[config.mk]
export PLATFORM = sky130hd
export DESIGN_NAME = rgb_hsv_hue_inversion
export DESIGN_NICKNAME = d
export VERILOG_FILES = /design/src/hw/rtl/hsvi_pkg.sv /design/src/hw/rtl/hsvi_front.sv /design/src/hw/rtl/hsvi_div_stage.sv /design/src/hw/rtl/hsvi_back.sv /design/src/hw/rtl/rgb_hsv_hue_inversion.sv
export SDC_FILE = /design/constraint.sdc
export NUM_CORES = 1
export LEC_CHECK = 0
export BUFFER_PORTS_ARGS = -buffer_cell sky130_fd_sc_hd__buf_2
export CAP_MARGIN = 5
export CORE_UTILIZATION = 60
export CTS_CLUSTER_SIZE = 40
export DETAILED_ROUTE_END_ITERATION = 7
export PLACE_DENSITY = 0.79
export SLEW_MARGIN = 20
export SYNTH_ARGS = -nofsm -noshare
export SYNTH_HDL_FRONTEND = slang
export SYNTH_SLANG_ARGS = --single-unit
[constraint.sdc]
create_clock -name clk -period 15.6 [get_ports clk]
set_clock_uncertainty 0.1 [all_clocks]
set_input_delay 1.56 -clock clk [delete_from_list [all_inputs] [get_ports clk]]
set_output_delay 1.56 -clock clk [all_outputs]
set_load 0.05 [all_outputs]
[src/hw/rtl/hsvi_pkg.sv]
package hsvi_pkg;

  localparam int unsigned CHAN_W   = 8;
  localparam int unsigned HUE_W    = 15;
  localparam int unsigned QUO_W    = 12;
  localparam int unsigned REM_W    = 20;
  localparam int unsigned DIV_STEPS  = 4;
  localparam int unsigned DIV_STAGES = QUO_W / DIV_STEPS;

  // Hue sector, chosen by which channel is the minimum.
  localparam logic [1:0] SEC_GRAY = 2'd0;
  localparam logic [1:0] SEC_B    = 2'd1;
  localparam logic [1:0] SEC_R    = 2'd2;
  localparam logic [1:0] SEC_G    = 2'd3;

  // Sector base hues in 1/64 degree: 60, 180 and 300 degrees.
  localparam logic [HUE_W-1:0] BASE_B = 15'd3840;
  localparam logic [HUE_W-1:0] BASE_R = 15'd11520;
  localparam logic [HUE_W-1:0] BASE_G = 15'd19200;
  localparam logic [HUE_W-1:0] HALF_TURN_Q = 15'd11520;
  localparam logic [HUE_W:0]   FULL_TURN_Q = 16'd23040;

  typedef struct packed {
    logic [REM_W-1:0]  rem;
    logic [CHAN_W-1:0] dlt;
    logic [QUO_W-1:0]  quo;
    logic              neg;
    logic [1:0]        sect;
    logic [CHAN_W-1:0] mx;
    logic [CHAN_W-1:0] bo;
    logic [CHAN_W-1:0] go;
    logic [CHAN_W-1:0] ro;
  } hsvi_div_t;

  typedef struct packed {
    logic [HUE_W-1:0]  hue;
    logic [CHAN_W-1:0] sat;
    logic [CHAN_W-1:0] val;
    logic [HUE_W-1:0]  inv;
    logic [CHAN_W-1:0] bo;
    logic [CHAN_W-1:0] go;
    logic [CHAN_W-1:0] ro;
  } hsvi_res_t;

endpackage

[src/hw/rtl/hsvi_front.sv]
module hsvi_front import hsvi_pkg::*; (
  input  logic              clk,
  input  logic              rst_n,
  input  logic              up_valid,
  output logic              up_ready,
  input  logic [CHAN_W-1:0] b_i,
  input  logic [CHAN_W-1:0] g_i,
  input  logic [CHAN_W-1:0] r_i,
  output logic              dn_valid,
  input  logic              dn_ready,
  output hsvi_div_t         dn_data
);

  logic              v_r;
  hsvi_div_t         d_r;
  hsvi_div_t         d_nxt;
  logic [CHAN_W-1:0] mx;
  logic [CHAN_W-1:0] mn;
  logic [CHAN_W-1:0] dlt;
  logic [CHAN_W:0]   num;
  logic [CHAN_W:0]   sum;
  logic [CHAN_W-1:0] mag;

  always_comb begin
    mx  = (b_i > g_i) ? b_i : g_i;
    mx  = (mx > r_i) ? mx : r_i;
    mn  = (b_i < g_i) ? b_i : g_i;
    mn  = (mn < r_i) ? mn : r_i;
    dlt = mx - mn;
    sum = {1'b0, mx} + {1'b0, mn};

    d_nxt = '0;
    if (mn == b_i) begin
      d_nxt.sect = SEC_B;
      num = {1'b0, g_i} - {1'b0, r_i};
    end else if (mn == r_i) begin
      d_nxt.sect = SEC_R;
      num = {1'b0, b_i} - {1'b0, g_i};
    end else begin
      d_nxt.sect = SEC_G;
      num = {1'b0, r_i} - {1'b0, b_i};
    end
    if (dlt == '0) begin
      d_nxt.sect = SEC_GRAY;
    end
    d_nxt.neg = num[CHAN_W];
    mag = num[CHAN_W] ? CHAN_W'(-num) : num[CHAN_W-1:0];
    // 3840 * mag, as 4096 * mag - 256 * mag.
    d_nxt.rem = (REM_W'(mag) << 12) - (REM_W'(mag) << 8);
    d_nxt.dlt = dlt;
    d_nxt.quo = '0;
    d_nxt.mx  = mx;
    d_nxt.bo  = CHAN_W'(sum - {1'b0, b_i});
    d_nxt.go  = CHAN_W'(sum - {1'b0, g_i});
    d_nxt.ro  = CHAN_W'(sum - {1'b0, r_i});
  end

  assign up_ready = !v_r || dn_ready;
  assign dn_valid = v_r;
  assign dn_data  = d_r;

  always_ff @(posedge clk) begin
    if (!rst_n) begin
      v_r <= 1'b0;
    end else if (up_ready) begin
      v_r <= up_valid;
    end
  end

  always_ff @(posedge clk) begin
    if (up_ready && up_valid) begin
      d_r <= d_nxt;
    end
  end

endmodule

[src/hw/rtl/hsvi_div_stage.sv]
module hsvi_div_stage import hsvi_pkg::*; #(
  parameter int unsigned LSB = 0
) (
  input  logic      clk,
  input  logic      rst_n,
  input  logic      up_valid,
  output logic      up_ready,
  input  hsvi_div_t up_data,
  output logic      dn_valid,
  input  logic      dn_ready,
  output hsvi_div_t dn_data
);

  logic             v_r;
  hsvi_div_t        d_r;
  hsvi_div_t        d_nxt;
  logic [REM_W-1:0] trial;

  // Restoring division, DIV_STEPS quotient bits per stage, high bits first.
  always_comb begin
    d_nxt = up_data;
    for (int k = 0; k < DIV_STEPS; k++) begin
      trial = REM_W'(up_data.dlt) << (LSB + DIV_STEPS - 1 - k);
      if (d_nxt.rem >= trial) begin
        d_nxt.rem = d_nxt.rem - trial;
        d_nxt.quo[LSB + DIV_STEPS - 1 - k] = 1'b1;
      end
    end
  end

  assign up_ready = !v_r || dn_ready;
  assign dn_valid = v_r;
  assign dn_data  = d_r;

  always_ff @(posedge clk) begin
    if (!rst_n) begin
      v_r <= 1'b0;
    end else if (up_ready) begin
      v_r <= up_valid;
    end
  end

  always_ff @(posedge clk) begin
    if (up_ready && up_valid) begin
      d_r <= d_nxt;
    end
  end

endmodule

[src/hw/rtl/hsvi_back.sv]
module hsvi_back import hsvi_pkg::*; (
  input  logic      clk,
  input  logic      rst_n,
  input  logic      up_valid,
  output logic      up_ready,
  input  hsvi_div_t up_data,
  output logic      dn_valid,
  input  logic      dn_ready,
  output hsvi_res_t dn_data
);

  logic             v_r;
  hsvi_res_t        d_r;
  hsvi_res_t        d_nxt;
  logic [HUE_W-1:0] base;
  logic [QUO_W:0]   qa;
  logic [HUE_W:0]   hue_s;
  logic [HUE_W:0]   inv_s;

  always_comb begin
    case (up_data.sect)
      SEC_B:   base = BASE_B;
      SEC_R:   base = BASE_R;
      SEC_G:   base = BASE_G;
      default: base = '0;
    endcase
    // A negative quotient with a remainder rounds one further down.
    qa = {1'b0, up_data.quo}
         + (QUO_W+1)'(up_data.neg && (up_data.rem != '0));
    if (up_data.sect == SEC_GRAY) begin
      hue_s = '0;
    end else if (up_data.neg) begin
      hue_s = {1'b0, base} - (HUE_W+1)'(qa);
    end else begin
      hue_s = {1'b0, base} + (HUE_W+1)'(qa);
    end
    if (hue_s >= FULL_TURN_Q) begin
      hue_s = hue_s - FULL_TURN_Q;
    end
    inv_s = hue_s + {1'b0, HALF_TURN_Q};
    if (inv_s >= FULL_TURN_Q) begin
      inv_s = inv_s - FULL_TURN_Q;
    end
    d_nxt.hue = hue_s[HUE_W-1:0];
    d_nxt.inv = inv_s[HUE_W-1:0];
    d_nxt.sat = up_data.dlt;
    d_nxt.val = up_data.mx;
    d_nxt.bo  = up_data.bo;
    d_nxt.go  = up_data.go;
    d_nxt.ro  = up_data.ro;
  end

  assign up_ready = !v_r || dn_ready;
  assign dn_valid = v_r;
  assign dn_data  = d_r;

  always_ff @(posedge clk) begin
    if (!rst_n) begin
      v_r <= 1'b0;
    end else if (up_ready) begin
      v_r <= up_valid;
    end
  end

  always_ff @(posedge clk) begin
    if (up_ready && up_valid) begin
      d_r <= d_nxt;
    end
  end

endmodule

[src/hw/rtl/rgb_hsv_hue_inversion.sv]
// Converts one 8-bit BGR pixel per item to hue (1/64 degree), saturation and
// value, turns the hue by 180 degrees and returns the hue-inverted pixel,
// computed exactly as max + min - channel. The block accepts one item every
// clock unless the output stalls, and registers each result in its stages: one
// stage finds max, min and the hue numerator, three stages run a pipelined
// restoring divider at four quotient bits each, and the last stage applies
// floor rounding, the sector offset and the half-turn. A stall on the output
// holds the pipeline; empty stages still fill while it waits.
module rgb_hsv_hue_inversion import hsvi_pkg::*; (
  input  logic              clk,
  input  logic              rst_n,
  input  logic              in_valid,
  output logic              in_ready,
  input  logic [CHAN_W-1:0] in_blue_in,
  input  logic [CHAN_W-1:0] in_green_in,
  input  logic [CHAN_W-1:0] in_red_in,
  output logic              out_valid,
  input  logic              out_ready,
  output logic [HUE_W-1:0]  out_hue_q,
  output logic [CHAN_W-1:0] out_saturation,
  output logic [CHAN_W-1:0] out_brightness,
  output logic [HUE_W-1:0]  out_inverted_hue_q,
  output logic [CHAN_W-1:0] out_blue_out,
  output logic [CHAN_W-1:0] out_green_out,
  output logic [CHAN_W-1:0] out_red_out
);

  logic      s_valid [DIV_STAGES+1];
  logic      s_ready [DIV_STAGES+1];
  hsvi_div_t s_data  [DIV_STAGES+1];
  hsvi_res_t res;

  hsvi_front u_front (
    .clk      (clk),
    .rst_n    (rst_n),
    .up_valid (in_valid),
    .up_ready (in_ready),
    .b_i      (in_blue_in),
    .g_i      (in_green_in),
    .r_i      (in_red_in),
    .dn_valid (s_valid[0]),
    .dn_ready (s_ready[0]),
    .dn_data  (s_data[0])
  );

  for (genvar i = 0; i < DIV_STAGES; i++) begin : g_div
    hsvi_div_stage #(
      .LSB ((DIV_STAGES - 1 - i) * DIV_STEPS)
    ) u_div (
      .clk      (clk),
      .rst_n    (rst_n),
      .up_valid (s_valid[i]),
      .up_ready (s_ready[i]),
      .up_data  (s_data[i]),
      .dn_valid (s_valid[i+1]),
      .dn_ready (s_ready[i+1]),
      .dn_data  (s_data[i+1])
    );
  end

  hsvi_back u_back (
    .clk      (clk),
    .rst_n    (rst_n),
    .up_valid (s_valid[DIV_STAGES]),
    .up_ready (s_ready[DIV_STAGES]),
    .up_data  (s_data[DIV_STAGES]),
    .dn_valid (out_valid),
    .dn_ready (out_ready),
    .dn_data  (res)
  );

  assign out_hue_q          = res.hue;
  assign out_saturation     = res.sat;
  assign out_brightness     = res.val;
  assign out_inverted_hue_q = res.inv;
  assign out_blue_out       = res.bo;
  assign out_green_out      = res.go;
  assign out_red_out        = res.ro;

`ifndef SYNTHESIS
  a_hue_range: assert property (@(posedge clk) disable iff (!rst_n)
    out_valid |-> ({1'b0, out_hue_q} < FULL_TURN_Q))
    else $error("hue out of range");

  a_inv_half_turn: assert property (@(posedge clk) disable iff (!rst_n)
    out_valid |-> (({1'b0, out_inverted_hue_q} == {1'b0, out_hue_q} + 16'd11520) ||
                   ({1'b0, out_inverted_hue_q} + 16'd11520 == {1'b0, out_hue_q})))
    else $error("inverted hue is not a half turn away");

  a_gray: assert property (@(posedge clk) disable iff (!rst_n)
    (out_valid && out_saturation == '0) |->
      (out_hue_q == '0 && out_blue_out == out_brightness &&
       out_green_out == out_brightness && out_red_out == out_brightness))
    else $error("gray item gave nonzero hue or changed pixel");

  a_pixel_bound: assert property (@(posedge clk) disable iff (!rst_n)
    out_valid |-> (out_blue_out <= out_brightness && out_green_out <= out_brightness &&
                   out_red_out <= out_brightness))
    else $error("output channel above brightness");
`endif

endmodule

== Word-level counts from Yosys, hierarchy flattened ==
Index checks and enable logic that the tools add are counted.
W data, S select, Z words.

* Output and inout bits: 72
* Register bits after elaboration: 351
* Word-level logic and storage cells: 156

* Reductions and logical operators: 20
* Eq/ne operators: 5
* Add/subtract/negate cells: 28
* Muxes and demuxes: 26
* Order comparisons: 18

{| class="wikitable"
|+ Operators with widths
! kind !! count
|-
| $mux W20 || 12
|-
| $mux W16 || 3
|-
| $pmux W15 S3 || 1
|-
| $mux W8 || 5
|-
| $sub A20 B16 Y20 || 2
|-
| $ge A16 B15 Y1 const B || 2
|-
| $sub A8 B8 Y8 || 4
|-
| $sub A8 B8 Y9 || 3
|-
| $ge A20 B10 Y1 || 1
|-
| $ge A20 B11 Y1 || 1
|-
| $ge A20 B12 Y1 || 1
|-
| $ge A20 B13 Y1 || 1
|-
| $ge A20 B14 Y1 || 1
|-
| $ge A20 B15 Y1 || 1
|-
| $ge A20 B16 Y1 || 1
|-
| $ge A20 B17 Y1 || 1
|-
| $ge A20 B18 Y1 || 1
|-
| $ge A20 B19 Y1 || 1
|-
| $ge A20 B8 Y1 || 1
|-
| $ge A20 B9 Y1 || 1
|-
| $reduce_bool A20 Y1 || 1
|-
| $sub A20 B10 Y20 || 1
|-
| $sub A20 B11 Y20 || 1
|-
| $sub A20 B12 Y20 || 1
|-
| 30 further kinds || 49
|}

== Longest topological paths before layout ==
* Depth after elaboration: 11
* Gate-level depth with buffers: 48
* Depth with buffers taken out: 46

== Modules after synthesis ==
From an unflattened synthesis, not the netlist that was laid out.

* Cell total of the unflattened synthesis: 2536
* Area total of the unflattened synthesis: 26021.2 sq um

{| class="wikitable"
|+ Modules (own cells, without submodules)
! module !! cells each !! times used !! area each (sq um)
|-
| hsvi_front || 698 || 1 || 6261.0
|-
| hsvi_div_stage (g_div[2].u_div) || 558 || 1 || 5637.9
|-
| hsvi_div_stage (g_div[1].u_div) || 501 || 1 || 5255.0
|-
| hsvi_div_stage (g_div[0].u_div) || 366 || 1 || 4460.5
|-
| hsvi_back || 413 || 1 || 4406.7
|}

== Worst setup path after synthesis ==
No wires, ideal clock.

* Path kind: register to register
* Start: register g_div[1].u_div.d_r, in the netlist g_div[1].u_div.dn_data[68]
* End: register g_div[2].u_div.d_r, in the netlist g_div[2].u_div.dn_data[56], data pin
* Library setup time: 0.260 ns
* Stages on the path, launching flop included: 43
* Buffers on the path: 6
* Clock period less this slack: 9.691 ns
* Required time: 15.240 ns
* Arrival time: 9.331 ns
* Path slack: 5.909 ns
* Cell sequence: edfxtp_1 > or3_4 > or3_1 > buf_2 > or4_4 > nor3_4 > clkbuf_1 > mux2_2 > ha_1 > a21o_1 > a21o_1 > o22ai_1 > o21a_1 > nand4_4 > clkbuf_1 > and2_1 > ha_1 > nor2b_1 > [... 7 more ...] > a21oi_1 > nand4_2 > nor2_1 > clkbuf_1 > nor2_1 > ha_1 > o21a_1 > o21a_1 > o21a_1 > o21a_1 > o21a_1 > o21ai_0 > nand2b_1 > or3b_1 > clkbuf_1 > or2_1 > buf_6 > mux2_4

{| class="wikitable"
|+ RTL lines
! item !! line !! source
|-
| from (decl) || hsvi_div_stage.sv:15 || <nowiki>hsvi_div_t d_r;</nowiki>
|-
| from (signal assigned) || hsvi_div_stage.sv:45 || <nowiki>d_r <= d_nxt;</nowiki>
|-
| to (signal assigned) || hsvi_div_stage.sv:45 ||
|-
| to (decl) || hsvi_div_stage.sv:15 ||
|}

==> reports/metrics.yaml <==
clock_sinks: 323
tns_ps: 0
grt-ovfl-total: 0
yosysWarnings: 0
min_path_type: "flip-flop to flip-flop"
drt_iter0_drc: 1534
synth_cell_type_count: 97
tightest_slew_ps: 1060
num_rows: 72
cts_resized: 0
htree_levels: 2
antennaDiodeCount: 0
path_buf_inv: 1
via_count: 18300
syn_nets: 2582
cts_buffer_depth: 3
gp_congestion: 0.939
cts_buffers: 35
maxSlewHeadroom_pct: 29.0
syn_area_um2: 23400
initial_utilization_pct: 60.8
reg2reg_slack_ps: 4110
clk_pin_slew_ps: 60
grt_max_degree: 74
post_dp_cell_area_um2: 24400
slew_violations: 0
final_area_um2: 25600
design.core.area_um2: 38600
crit_required_ps: 15800
antenna_found_initial: 0
hpwl_um: 40400
synth_edf_count: 318
cp_top_family: "compound AO/OA/AOI/OAI gates"
ys.flop_type: "edfxtp_1"
die_w_um: 200
drive_gt1_share_pct: 9.91
yosysSeqAreaShare_pct: 41.2
ys_async_sr_fraction_pct: 0
ios: 100
cap_violations: 0
firstDrtPassIters: 8
clkLatencyLatePin_ps: 550
wl_per_cell_um: 17.9
status: "completed"
tritoncts: "done"
critPathMaxStageDelay_ps: 760
start_kind: "flip-flop"
vias_per_cell: 6.15
syn_avg_cell_area_um2: 9.97
wirelength_um: 53500
final_nets: 2668
n_fill_cell: 3048
drc_errors: 0
grt_pass1_vias: 17700
fin_crit_ps: 11490
hold_buffers: 0
grt_usage_pct: 27.2
arrival_ps: 11690
fin_crit_sh_pct: 73.7
areaGrowthSynthToFinish_pct: 9.14
synth_area_leaders: "edfxtp_1, ha_1, xnor2_1"
ys_ff_latch: 323
grt_pass1_wl_um: 86900
r2r-start: "g_div[1].u_div.dn_data[52]$_DFFE_PP_"
synth_top_area_cell: "edfxtp_1"
die_h_um: 200
end_kind: "flip-flop"
crit_type: "flip-flop to flip-flop"
port_buffers: 99
cts_setup_buffers: 0
finalSetupViolations: 0
final_hold_viol_count: 0
rsz0062_at_grt: "no"
slowest_stage: "nor2_1"
fmax_mhz: 87.0
die_area_um2: 39900
cp_max_fo: 19
syn_inst: 2351
synthDominantCellAreaShare_pct: 40.7
antenna_left: 0
root_buffer: "clkbuf_16"
utilization_pct: 66.4
startpoint: "g_div[1].u_div.dn_data[52]$_DFFE_PP_"
hp-start: "g_div[1].u_div.dn_data[39]$_SDFFCE_PN1P_"
## sequential cells by signal, summed over array words and instances, names as in the netlist
register,count
u_back.dn_data,62
u_front.dn_valid,1
g_div.u_div.dn_valid,3
u_front.dn_data,55
u_back.dn_valid,1
g_div.u_div.dn_data,201
## placed cells by master (no fill, tap or decap), types with 34 or more instances in the layout
cell       count
o21a_1        44
buf_2         99
xor2_1        73
or3_1         34
xnor2_1      121
nor3_1        61
nor2_1       169
a21oi_1      156
nand2_1      140
o21ai_0      130
nand3_1       55
edfxtp_1     318
clkbuf_16     35
inv_1        175
ha_1         189
a21o_1        60
## cells in the mapped netlist (45+ instances only)
library cell	instances
a21o_1	60
a21oi_1	156
clkbuf_1	45
edfxtp_1	318
ha_1	189
inv_1	175
nand2_1	140
nand3_1	55
nor2_1	169
nor3_1	61
o21ai_0	131
xnor2_1	121
xor2_1	73
## logic make-up (layout without fill, tap and decap cells)
kind of cell	Yosys count	count (layout)	synth area share [%]
AO/OA/AOI/OAI	636	636	17.9
XOR/XNOR	194	194	7.25
adder cells (fa/ha/maj)	203	203	11.3
buffers and inverters	238	350	4.01
flip-flops	323	323	41.2
multiplexers	61	61	2.92
AND/OR/NAND/NOR	696	696	15.4
## metrics by stage
step	hold slack [ps]	cells	worst slack [ps]
CTS	304	2981	4220
detailed placement	305	2918	4290
global placement	301	2918	4720
floorplan	300	2351	5910
global route	305	2981	3340
finish	310	2981	4110
## final cells by class
cell class                 instances  area [µm²]  share of cell area [%]
clock buffer                      41         898                    3.51
clock inverter                    22         241                   0.944
inverter                         177         664                    2.60
multi-input combinational       1790       12900                    50.4
sequential                       323        9650                    37.7
tap                              518         648                    2.53
timing repair buffer             110         578                    2.26
## path summary, 6_finish.rpt
| check | endpoint | cells past startpoint |
|---|---|---|
| min | g_div[2].u_div.dn_data[39]$_DFFE_PP_ | 0 |
| max | g_div[2].u_div.dn_data[57]$_DFFE_PP_ | 40 |
| max reg2reg | g_div[2].u_div.dn_data[57]$_DFFE_PP_ | 40 |
| min reg2reg | g_div[2].u_div.dn_data[39]$_DFFE_PP_ | 0 |
## per-layer routing
| metal | wire [µm] | up-vias | GRT usage [%] | share of wire, % |
|---|---|---|---|---|
| met5 | 0 | - | 0 | 0 |
| met4 | 1510 | 0 | 9.19 | 2.8 |
| met3 | 3090 | 113 | 3.61 | 5.8 |
| met2 | 25700 | 599 | 47.4 | 48 |
| met1 | 23100 | 8678 | 34.8 | 43 |
| li1 | - | 8946 | - | - |
Power is not shown: default switching activity piles up to over one toggle a cycle in this logic, so the estimate is an artifact.
